--- src/swt_pkg.sv ---
// Shared constants, types and the CORDIC arctangent table of the spiral warp address generator.
`default_nettype none

package swt_pkg;

   localparam int MAX_DIM  = 4096;
   localparam int PI_Q16   = 205887;
   localparam int INVK_Q16 = 39798;

   localparam int XW   = 12;    // destination coordinate
   localparam int DW   = 13;    // frame dimension
   localparam int TW   = 17;    // progress, Q1.16
   localparam int ZW   = 20;    // angle, Q16 radians
   localparam int VW   = 32;    // vectoring datapath
   localparam int RW   = 30;    // radius, Q16 pixels
   localparam int BRW  = 38;    // radius after radial growth
   localparam int AW   = 38;    // angle sum before wrapping
   localparam int MODK = 19;    // conditional subtract steps of the wrap
   localparam int RVW  = 40;    // rotation datapath
   localparam int OW   = RVW + 1;
   localparam int PXW  = 16;    // source coordinate
   localparam int IDXW = 24;

   localparam int CSR_IW = 2;
   localparam int CSR_DW = 17;
   localparam logic [CSR_IW-1:0] CSR_FRAME_WIDTH  = 2'd0;
   localparam logic [CSR_IW-1:0] CSR_FRAME_HEIGHT = 2'd1;
   localparam logic [CSR_IW-1:0] CSR_PROGRESS     = 2'd2;

   typedef logic [DW-1:0]          dim_type;
   typedef logic [RW-1:0]          rad_type;
   typedef logic signed [ZW-1:0]   ang_type;
   typedef logic [BRW-1:0]         big_type;
   typedef logic signed [OW-1:0]   coord_type;

   localparam ang_type PI_ANG   = ang_type'(PI_Q16);
   localparam ang_type HALF_ANG = ang_type'(PI_Q16 / 2);
   localparam ang_type M_ANG    = ang_type'(2 * PI_Q16);

   // atan(2^-i) in Q16
   function automatic ang_type atan_entry(input int i);
      ang_type v;
      case (i)
         0: v = ang_type'(51472);
         1: v = ang_type'(30386);
         2: v = ang_type'(16055);
         3: v = ang_type'(8150);
         4: v = ang_type'(4091);
         5: v = ang_type'(2047);
         6: v = ang_type'(1024);
         7: v = ang_type'(512);
         8: v = ang_type'(256);
         default: v = ang_type'(32'd65536 >> i);
      endcase
      return v;
   endfunction

endpackage

`default_nettype wire

--- src/swt_div.sv ---
// Radix-2 restoring divider pipeline: radius over frame width, one quotient bit per stage.
`default_nettype none

module swt_div (
   input  logic               clock,
   input  logic               reset,
   input  logic               en,
   input  logic               in_vld,
   input  swt_pkg::rad_type   in_r,
   input  swt_pkg::ang_type   in_z,
   input  swt_pkg::dim_type   width,
   output logic               out_vld,
   output swt_pkg::rad_type   out_ratio,
   output swt_pkg::rad_type   out_r,
   output swt_pkg::ang_type   out_z
);
   import swt_pkg::*;

   rad_type          num_ff [1:RW];
   dim_type          rem_ff [1:RW];
   rad_type          quo_ff [1:RW];
   ang_type          z_ff   [1:RW];
   logic             vld_ff [1:RW];
   // stage views, stage 0 being the input itself
   rad_type          num_s  [0:RW-1];
   dim_type          rem_s  [0:RW-1];
   rad_type          quo_s  [0:RW-1];
   ang_type          z_s    [0:RW-1];
   logic             vld_s  [0:RW-1];
   dim_type          rem_in [1:RW];
   rad_type          quo_in [1:RW];
   logic [DW:0]      trial;
   logic             ge;

   always_comb begin
      num_s[0] = in_r;
      rem_s[0] = '0;
      quo_s[0] = '0;
      z_s[0]   = in_z;
      vld_s[0] = in_vld;
      for (int j = 1; j < RW; j++) begin
         num_s[j] = num_ff[j];
         rem_s[j] = rem_ff[j];
         quo_s[j] = quo_ff[j];
         z_s[j]   = z_ff[j];
         vld_s[j] = vld_ff[j];
      end
   end

   always_comb begin
      trial = '0;
      ge    = 1'b0;
      for (int j = 0; j < RW; j++) begin
         trial = {rem_s[j], num_s[j][RW-1-j]};
         ge    = (trial >= {1'b0, width});
         rem_in[j+1] = ge ? DW'(trial - {1'b0, width}) : trial[DW-1:0];
         quo_in[j+1] = quo_s[j] | (RW'(ge) << (RW-1-j));
      end
   end

   always_ff @(posedge clock) begin
      if (reset) begin
         for (int j = 1; j <= RW; j++) vld_ff[j] <= 1'b0;
      end else if (en) begin
         for (int j = 0; j < RW; j++) vld_ff[j+1] <= vld_s[j];
      end
   end

   always_ff @(posedge clock) begin
      if (en) begin
         for (int j = 0; j < RW; j++) begin
            num_ff[j+1] <= num_s[j];
            rem_ff[j+1] <= rem_in[j+1];
            quo_ff[j+1] <= quo_in[j+1];
            z_ff[j+1]   <= z_s[j];
         end
      end
   end

   assign out_vld   = vld_ff[RW];
   assign out_ratio = quo_ff[RW];
   assign out_r     = num_ff[RW];
   assign out_z     = z_ff[RW];

endmodule

`default_nettype wire

--- config.mk ---
export PLATFORM = sky130hd
export DESIGN_NAME = swt_div
export DESIGN_NICKNAME = d
export VERILOG_FILES = /design/src/swt_pkg.sv /design/src/swt_div.sv
export SDC_FILE = /design/constraint.sdc
export NUM_CORES = 2
export LEC_CHECK = 0
export BUFFER_PORTS_ARGS = -buffer_cell sky130_fd_sc_hd__clkbuf_2
export CAP_MARGIN = 20
export CORE_MARGIN = 8
export CORE_UTILIZATION = 40
export DETAILED_ROUTE_END_ITERATION = 12
export PLACE_DENSITY = 0.52
export SLEW_MARGIN = 20
export SYNTH_ARGS = -nofsm -noshare
export SYNTH_HDL_FRONTEND = slang
export SYNTH_SLANG_ARGS = --single-unit
export TNS_END_PERCENT = 1
--- constraint.sdc ---
create_clock -name clock -period 4.26 [get_ports clock]
set_input_delay 0.852 -clock clock [delete_from_list [all_inputs] [get_ports clock]]
set_output_delay 0.852 -clock clock [all_outputs]
set_load 0.05 [all_outputs]
==> impl_metrics.py <==
metrics = {
    "run_status": {
        "status": "completed",
    },
    "clock_network": {
        "hold_buffers": 0,
        "clk_pin_slew_ns": 0.06,
        "cts_resized": 0,
        "htreeDepth": 5,
        "cts_tree": "yes",
        "cts_root_buffer": "clkbuf_16",
        "clkLatencyLatePin_ns": 0.90,
        "post_cts_buffers": 0,
        "clock-sinks": 2372,
        "numCtsBuffers": 276,
        "cts.path.max_buffers": 4,
    },
    "logic_synthesis": {
        "synth_most_common_cell": "edfxtp_1",
        "ys_ff_latch": 2372,
        "synthArstFlopShare": 0,
        "yosys.area.top_type": "edfxtp_1",
        "synth.avg_cell_area_um2": 17.6,
        "synth_cell_type_count": 68,
        "synth.top_cell.area_share": 0.759,
        "synth_common_cells": "edfxtp_1, ha_1, mux2_2",
        "yosysSeqAreaShare": 0.759,
        "synth_flop_cell": "edfxtp_1",
        "syn_area_mm2": 0.0938,
        "ys_warn_count": 0,
        "syn_nets": 5808,
        "synthTopCellsByArea": "edfxtp_1, ha_1, mux2_2, xnor2_1, a21oi_1",
        "netlist_instances": 5334,
        "synth_edf_count": 2372,
    },
    "drt": {
        "drt_iter0_drc": 3308,
        "routedWlPerCell_um": 17.9,
        "via_per_inst": 4.97,
        "num_vias": 45200,
        "firstDrtPassIters": 5,
        "routed_wl_mm": 163,
        "ant_nets": 0,
        "drc": 0,
    },
    "layout": {
        "num-fill-cells": 19900,
        "post-route-util": 0.463,
        "syn2layout_area_growth_pct": 14.9,
        "layout-drive-gt1-share": 0.162,
        "nets": 6265,
    },
    "worst_hold_path": {
        "holdCritStartpoint": "in_r[3]",
        "whs_endpoint": "num_ff[0][33]$_DFFE_PP_",
        "min_path_cells": 1,
        "hold_class": "input port to flop",
    },
    "placement": {
        "gp_congestion": 0.845,
        "hpwl_mm": 100,
        "port_buffers": 147,
    },
    "floorplanning": {
        "initial_core_util": 0.403,
        "die_x_um": 500,
        "dieArea_mm2": 0.250,
        "io_pins": 148,
        "row_count": 177,
        "die_h_um": 500,
        "core_mm2": 0.233,
    },
    "timing": {
        "relSlewSlack": 0.282,
        "post-route-period-util": 0.740,
        "grt_setup_unrepaired": "no",
        "skew_ns": 0.0527,
        "period_needed_ns": 3.15,
        "fmax_ghz": 0.317,
        "drv_slew": 0,
        "hold_viol": 0,
        "worstMarginPinSlew_ns": 1.08,
        "setup_viol": 0,
        "tns_ns": 0,
    },
    "global_route": {
        "antenna_found_initial": 2,
        "grt_max_degree": 175,
        "grt_pass1_vias": 45400,
        "overflow": 0,
        "grt_pass1_wl_mm": 255,
        "grt.total_usage": 0.127,
    },
    "worst_setup_path": {
        "r2r_end": "rem_ff[0][369]$_DFFE_PP_",
        "worstPathArrival_ns": 3.75,
        "crit_slowest_cell": "or4_1",
        "cp_cell_sequence": "inv_1 > ha_1 > fa_1 > nor2b_4 > o31a_1 > o311ai_4 > a31oi_1 > or4_1 > buf_4 > mux2_4",
        "cp-start-kind": "flop",
        "worst_setup_path_end_kind": "flop",
        "reg2reg_depth": 10,
        "rrSetupSlack_ns": 1.11,
        "max_stage_delay_ns": 0.52,
        "worstPathRequired_ns": 4.86,
        "worstSetupPathType": "flop to flop",
        "worstPathMaxFanout": 10,
        "r2r-start": "num_ff[0][812]$_DFFE_PP_",
    },
    "pwr": {
        "p_leak_nw": 39.1,
        "p_per_area_mw_per_mm2": 689,
        "irDropWorstVdd_v": 0.000313,
    },
    "job": {
        "drv_cap": 0,
    },
}
stage by stage:
step	instances	setup slack [ns]	power [mW]	instance area, um^2	hold slack (ns)
after floorplan	5334	0.419	47.0	93800	0.400
after global placement	8645	0.239	52.3	99300	0.400
after detailed placement	8645	0.164	52.6	99300	0.405
after CTS	9098	0.852	75.4	108000	0.0238
after global routing	9099	0.921	78.6	108000	0.0432
final	9099	1.11	74.3	108000	0.127
worst max path at each step:
stage	from	to	slack, ns	cells after the start
after floorplan	width[2]	rem_ff[0][369]$_DFFE_PP_	0.42	10
after global placement	width[0]	rem_ff[0][227]$_DFFE_PP_	0.24	10
after detailed placement	width[0]	rem_ff[0][229]$_DFFE_PP_	0.16	10
after CTS	num_ff[0][493]$_DFFE_PP_	rem_ff[0][229]$_DFFE_PP_	0.85	9
after global routing	num_ff[0][551]$_DFFE_PP_	rem_ff[0][254]$_DFFE_PP_	0.92	10
final	num_ff[0][812]$_DFFE_PP_	rem_ff[0][369]$_DFFE_PP_	1.11	10
placed cells by master, fill, tap and decap left out, drive strengths merged, types with 80 or more instances in the layout:
cell / Yosys / final
clkbuf: 14 / 472
o21ai: 122 / 122
nand2: 138 / 138
a211oi: 80 / 80
a21o: 127 / 127
nand2b: 85 / 85
edfxtp: 2372 / 2372
a21oi: 240 / 240
xnor2: 189 / 189
clkinv: 0 / 88
inv: 145 / 153
buf: 110 / 157
ha: 379 / 379
mux2: 282 / 282
nor2: 220 / 220
layer usage:
layer  up-vias  wire [um]  global-route usage  share of wire
met4         0       5440              0.0473          0.033
met3       366       6050              0.0240          0.037
met1     22200      78300               0.179           0.48
met2       824      73300               0.196           0.45
li1      21800          -                   -              -
met5         -          0                   0              0
cell families (layout without fill, tap and decap cells):
group | after synthesis | count (layout) | synth area share
other cells | 0 | 1 | 0
xor+xnor | 233 | 233 | 0.0218
mux | 344 | 344 | 0.0407
simple gates | 824 | 824 | 0.0445
fa+ha+maj | 407 | 407 | 0.0565
flops | 2372 | 2372 | 0.759
compound gates | 885 | 885 | 0.0625
buf+inv | 269 | 901 | 0.0146
registers in the layout (all words and copies together) (netlist names):
register and flops:
vld_ff 30, z_ff 600, quo_ff 465, num_ff 900, rem_ff 377
where the power goes:
group,switching (mW),internal [mW]
sequential,1.63,30.3
combinational,10.4,9.89
clock,8.78,13.3
cell type report:
type,instances,area (um^2),share of cell area
multi-input cells,2693,21200,0.197
inverters,145,544,0.00505
diodes,1,2.50,0.0000232
clock inverters,127,1180,0.0109
well taps,3132,3920,0.0364
clock buffers,326,7260,0.0674
repair buffers,303,2450,0.0227
flip-flops and latches,2372,71200,0.661
critical path, delay by kind of cell (launching register included):
family                   cells  cell delay, ns
AO/OA/AOI/OAI                3            0.69
AND/OR/NAND/NOR              2            0.58
flip-flops                   1            0.51
adder cells (fa/ha/maj)      2            0.48
buffers and inverters        2            0.35
multiplexers                 1            0.31
Note: power is estimated with default switching activity, not from simulation.
