<file path="src/swt_pkg.sv">
// Shared constants, types and the CORDIC arctangent table of the spiral warp address generator.
`default_nettype none

package swt_pkg;

   localparam int MAX_DIM  = 4096;
   localparam int PI_Q16   = 205887;
   localparam int INVK_Q16 = 39798;

   localparam int XW   = 12;    // destination coordinate
   localparam int DW   = 13;    // frame dimension
   localparam int TW   = 17;    // progress, Q1.16
   localparam int ZW   = 20;    // angle, Q16 radians
   localparam int VW   = 32;    // vectoring datapath
   localparam int RW   = 30;    // radius, Q16 pixels
   localparam int BRW  = 38;    // radius after radial growth
   localparam int AW   = 38;    // angle sum before wrapping
   localparam int MODK = 19;    // conditional subtract steps of the wrap
   localparam int RVW  = 40;    // rotation datapath
   localparam int OW   = RVW + 1;
   localparam int PXW  = 16;    // source coordinate
   localparam int IDXW = 24;

   localparam int CSR_IW = 2;
   localparam int CSR_DW = 17;
   localparam logic [CSR_IW-1:0] CSR_FRAME_WIDTH  = 2'd0;
   localparam logic [CSR_IW-1:0] CSR_FRAME_HEIGHT = 2'd1;
   localparam logic [CSR_IW-1:0] CSR_PROGRESS     = 2'd2;

   typedef logic [DW-1:0]          dim_type;
   typedef logic [RW-1:0]          rad_type;
   typedef logic signed [ZW-1:0]   ang_type;
   typedef logic [BRW-1:0]         big_type;
   typedef logic signed [OW-1:0]   coord_type;

   localparam ang_type PI_ANG   = ang_type'(PI_Q16);
   localparam ang_type HALF_ANG = ang_type'(PI_Q16 / 2);
   localparam ang_type M_ANG    = ang_type'(2 * PI_Q16);

   // atan(2^-i) in Q16
   function automatic ang_type atan_entry(input int i);
      ang_type v;
      case (i)
         0: v = ang_type'(51472);
         1: v = ang_type'(30386);
         2: v = ang_type'(16055);
         3: v = ang_type'(8150);
         4: v = ang_type'(4091);
         5: v = ang_type'(2047);
         6: v = ang_type'(1024);
         7: v = ang_type'(512);
         8: v = ang_type'(256);
         default: v = ang_type'(32'd65536 >> i);
      endcase
      return v;
   endfunction

endpackage

`default_nettype wire

</file>
<file path="src/swt_angle.sv">
// Radial growth, twist angle and wrap of the angle into [-pi/2, pi/2] with a flip flag.
`default_nettype none

module swt_angle (
   input  logic                    clock,
   input  logic                    reset,
   input  logic                    en,
   input  logic                    in_vld,
   input  swt_pkg::rad_type        in_r,
   input  swt_pkg::rad_type        in_ratio,
   input  swt_pkg::ang_type        in_z,
   input  logic [swt_pkg::TW-1:0]  progress,
   output logic                    out_vld,
   output swt_pkg::big_type        out_big_r,
   output swt_pkg::ang_type        out_angle,
   output logic                    out_flip
);
   import swt_pkg::*;

   localparam int PRW = TW + RW;
   localparam int TRW = PRW - 16;
   localparam int TWW = TRW + 18;

   // stage A
   logic [PRW-1:0]  prod_ff;
   rad_type         ra_ff;
   ang_type         za_ff;
   logic            va_ff;
   // stage B
   logic [PRW+5:0]  p60;
   big_type         big_in, bigb_ff;
   logic [TWW-1:0]  tw_in, twb_ff;
   ang_type         zb_ff;
   logic            vb_ff;
   // stage C and wrap
   logic [AW-1:0]   sum_in;
   logic [AW-1:0]   m_ff   [0:MODK];
   big_type         big_ff [0:MODK];
   logic            vld_ff [0:MODK];
   logic [AW-1:0]   m_in   [1:MODK];
   logic [AW-1:0]   sub;
   // fold
   ang_type         a0, a1, a_in;
   logic            flip_in;
   ang_type         a_ff;
   logic            flip_ff;
   big_type         bo_ff;
   logic            vo_ff;

   always_comb begin
      p60    = (PRW+6)'(prod_ff) * (PRW+6)'(60);
      big_in = BRW'(ra_ff) + BRW'(p60[PRW+5:16]);
      tw_in  = TWW'(prod_ff[PRW-1:16]) * TWW'(PI_Q16);
      // offset of two turns keeps the sum non-negative
      sum_in = AW'(twb_ff[TWW-1:14]) + AW'(zb_ff) + AW'(4 * PI_Q16);
   end

   always_comb begin
      sub = '0;
      for (int j = 0; j < MODK; j++) begin
         sub = AW'(2 * PI_Q16) << (MODK-1-j);
         m_in[j+1] = (m_ff[j] >= sub) ? m_ff[j] - sub : m_ff[j];
      end
   end

   always_comb begin
      a0      = $signed(m_ff[MODK][ZW-1:0]);
      a1      = (a0 > PI_ANG) ? a0 - M_ANG : a0;
      a_in    = a1;
      flip_in = 1'b0;
      if (a1 > HALF_ANG) begin
         a_in    = a1 - PI_ANG;
         flip_in = 1'b1;
      end else if (a1 < -HALF_ANG) begin
         a_in    = a1 + PI_ANG;
         flip_in = 1'b1;
      end
   end

   always_ff @(posedge clock) begin
      if (reset) begin
         va_ff <= 1'b0;
         vb_ff <= 1'b0;
         for (int j = 0; j <= MODK; j++) vld_ff[j] <= 1'b0;
         vo_ff <= 1'b0;
      end else if (en) begin
         va_ff     <= in_vld;
         vb_ff     <= va_ff;
         vld_ff[0] <= vb_ff;
         for (int j = 0; j < MODK; j++) vld_ff[j+1] <= vld_ff[j];
         vo_ff <= vld_ff[MODK];
      end
   end

   always_ff @(posedge clock) begin
      if (en) begin
         prod_ff   <= PRW'(progress) * PRW'(in_ratio);
         ra_ff     <= in_r;
         za_ff     <= in_z;
         bigb_ff   <= big_in;
         twb_ff    <= tw_in;
         zb_ff     <= za_ff;
         m_ff[0]   <= sum_in;
         big_ff[0] <= bigb_ff;
         for (int j = 0; j < MODK; j++) begin
            m_ff[j+1]   <= m_in[j+1];
            big_ff[j+1] <= big_ff[j];
         end
         a_ff    <= a_in;
         flip_ff <= flip_in;
         bo_ff   <= big_ff[MODK];
      end
   end

   assign out_vld   = vo_ff;
   assign out_big_r = bo_ff;
   assign out_angle = a_ff;
   assign out_flip  = flip_ff;

endmodule

`default_nettype wire

</file>
<file path="config.mk">
export PLATFORM = sky130hd
export DESIGN_NAME = swt_angle
export DESIGN_NICKNAME = d
export VERILOG_FILES = /design/src/swt_pkg.sv /design/src/swt_angle.sv
export SDC_FILE = /design/constraint.sdc
export NUM_CORES = 2
export LEC_CHECK = 0
export CAP_MARGIN = 30
export CORE_ASPECT_RATIO = 1.25
export CORE_MARGIN = 4
export CORE_UTILIZATION = 60
export CTS_BUF_LIST = sky130_fd_sc_hd__clkbuf_8
export DETAILED_ROUTE_END_ITERATION = 7
export DONT_BUFFER_PORTS = 1
export PLACE_DENSITY_LB_ADDON = 0.2
export SYNTH_ARGS = -nofsm -noshare
export SYNTH_HDL_FRONTEND = slang
export SYNTH_SLANG_ARGS = --single-unit
</file>
<file path="constraint.sdc">
create_clock -name clock -period 7.1 [get_ports clock]
set_input_delay 0.71 -clock clock [delete_from_list [all_inputs] [get_ports clock]]
set_output_delay 0.71 -clock clock [all_outputs]
set_load 0.01 [all_outputs]
</file>
==> impl_metrics.ini <==
[synthesis]
synth_cell_types = 96
yosys-top-cells-area = edfxtp_1 54%, fa_1 14%, ha_1 5.9%
syn_area_sq_um = 97900
ys_seq_elements = 1774
ys.warnings.count = 0
async_flop_share = 0
yosysTopAreaCell = edfxtp_1
synth_flop_cell = edfxtp_1
synthCells = 7486
ys_seq_area_frac = 0.544
synth-edff-count = 1771
syn_avg_cell_area_sq_um = 13.1
yosysTopAreaCellShare = 0.543
synth_nets = 8718

[timing]
min_period_ns = 6.80
hold_violations = 0
setup_viol_count_final = 0
period_share = 0.958
relSlewSlack = 0.155
slew_viol_final = 0
worst-slew-pin-transition_ns = 1.27
finClkSkew_ns = 0.0948
tns_ns = 0
rsz0062_at_grt = true
fmax_mhz = 147

[detailed_routing]
wl_mm = 188
wire_per_inst_um = 18.5
vias = 55800
drt-initial-drc-count = 3609
vias_per_cell = 5.51
drc = 0
ant_nets = 0
drt_pass1_iterations = 7

[global_routing]
busiest_layer = met2
grt-ovfl-total = 0
use_met2 = 0.406
grt_pass1_wl_mm = 301
grt_pass1_vias = 57700
grt.met3_usage = 0.0370
antenna_found_initial = 8
met1_usage = 0.270
grt_max_degree = 275
grt_usage = 0.225

[setup_path]
path_class = flop to flop
setup.worst_path.end_class = flop
crit_chain = ha_1, inv_1, fa_1, inv_1, fa_1, inv_1, fa_1, inv_1, fa_1, fa_1, ha_1, a21o_1, a21o_1, a21oi_1, o21a_1, o22ai_1, a2111oi_2, buf_4, o21ai_0, a41o_1, a31o_2, a21oi_1, xnor2_1
slowest_stage = fa_1
startpoint_type = flop
cp_top_family = adder cells
path_buf_inv = 5
cp.arrival_ns = 7.56
cp.required_ns = 7.86
slowest_delay_ns = 0.54
path_common_cell = fa_1
crit_fanout = 3

[floorplanning]
boundaryPins = 161
design.die.area_sq_um = 170000
die_h_um = 460
die_x_um = 369
start_util = 0.604
coreArea_sq_um = 162000
row_count = 165

[placed_design]
dp_hpwl_mm = 138
place_area_sq_um = 101000
numPortBuffers = 0
gp_congestion = 0.888

[clock_network]
cts.sinks = 1774
clk_pin_slew_worst_paths_ns = 0.06
cts_made_buffers = 291
cts_buffer_depth = 4
htree_levels = 5
root_buffer = clkbuf_8
insertion_delay_ns = 1.00
cts_tree = done

[layout]
mostFrequentLayoutCells = 1771 x edfxtp_1, 999 x inv_1, 716 x nand2_1
syn2layout_area_growth_pct = 8.74
nNetsFinal = 8995
multi_input_area_sq_um = 40700
final_area_sq_um = 106000
drive_above_1_share = 0.0611
layout_commonest_cell = edfxtp_1
regArea_sq_um = 53200
n_fill_cell = 11800

[run_status]
status = finished, final reports clean

[worst_hold_path]
min_path_type = input port to flop

[job]
max_cap_violations = 0
[layout make-up]
cell class / count / share of cell area
clock buffer: 297 / 0.0384
tap: 2171 / 0.0255
timing repair buffer: 123 / 0.0118
multi-input combinational: 4643 / 0.382
inverter: 930 / 0.0328
antenna: 5 / 0.000118
sequential: 1774 / 0.500
clock inverter: 187 / 0.00894
[synthesized netlist by cell type (24+ instances only)]
cell	instances
a211oi_1	25
a21o_1	110
a21oi_1	174
a31oi_1	28
and2_1	267
and3_1	57
clkbuf_1	124
edfxtp_1	1771
fa_1	666
ha_1	465
inv_1	928
nand2_1	716
nand2b_1	60
nand3_1	98
nand3b_1	30
nand4_1	82
nor2_1	311
nor2b_1	55
nor3_1	159
nor4_1	101
o21a_1	38
o21ai_0	121
o21bai_1	28
or3_1	51
or4_1	24
xnor2_1	416
xor2_1	257
[layer usage]
layer,up-vias,part of all wire
met5,-,0.000069
met4,2,0.038
met3,399,0.040
met2,1234,0.53
met1,27700,0.39
li1,26500,-
[kinds of logic (layout without fill, tap and decap cells)]
logic type / Yosys count / in the layout / share of synthesized area
and+or+nand+nor: 2105 / 2105 / 0.108
DFF: 1774 / 1774 / 0.544
adders and majority gates: 1131 / 1131 / 0.196
buffers and inverters: 1069 / 1537 / 0.0413
AOI/OAI and AO/OA: 713 / 713 / 0.0490
xor gates and xnor gates: 675 / 675 / 0.0605
muxes: 19 / 19 / 0.00206
other: 0 / 5 / 0
[worst paths after layout]
check / end / cells after the start / slack [ns] / from
setup / recovery: twb_ff[43] / 23 / 0.30 / prod_ff[18]
hold reg to reg: big_ff[3][34] / 0 / 0.38 / big_ff[2][34]
setup reg to reg: twb_ff[43] / 23 / 0.30 / prod_ff[18]
hold / removal: prod_ff[2] / 2 / 0.12 / progress[2]
[flip-flops by register name, summed over array words and instances, names as in the netlist]
register,flops
big_ff,760
m_ff,742
prod_ff,47
bigb_ff,38
out_big_r,38
twb_ff,35
ra_ff,30
out_angle,20
vld_ff,20
za_ff,20
zb_ff,20
out_flip,1
out_vld,1
va_ff,1
vb_ff,1
[through the flow]
| stage | setup WS [ns] | cells | utilization | hold WS [ns] |
|---|---|---|---|---|
| 6_report | 0.296 | 10100 | 0.657 | 0.117 |
| 3_3_place_gp | -0.101 | 9568 | 0.621 | 0.400 |
| 2_1_floorplan | 0.0170 | 7486 | - | 0.400 |
| 3_5_place_dp | -0.112 | 9569 | 0.621 | 0.405 |
| 5_1_grt | -0.0449 | 10100 | 0.657 | 0.0413 |
| 4_1_cts | 0.0741 | 10100 | 0.656 | 0.00488 |
[worst register-to-register path, cell delays in order, from the launching register on]
cell and delay (ns):
edfxtp_1 0.45, ha_1 0.31, inv_1 0.05, fa_1 0.51, inv_1 0.06, fa_1 0.50
inv_1 0.05, fa_1 0.54, inv_1 0.06, fa_1 0.51, fa_1 0.54, ha_1 0.33
a21o_1 0.18, a21o_1 0.17, a21oi_1 0.26, o21a_1 0.19, o22ai_1 0.10, a2111oi_2 0.46
buf_4 0.19, o21ai_0 0.14, a41o_1 0.31, a31o_2 0.28, a21oi_1 0.20, xnor2_1 0.22
[repair_timing]
| action | 4_1_cts | 5_1_grt |
|---|---|---|
| endpoints found under the hold margin | 66 | 0 |
| gates resized for setup | 1 | 19 |
| hold buffers | 56 | 0 |
| endpoints found under the setup margin | 1 | 14 |
| setup buffers | 0 | 14 |
| pin swaps | 0 | 3 |
Power is not shown: default switching activity piles up to over one toggle a cycle in this logic, so the estimate is an artifact.
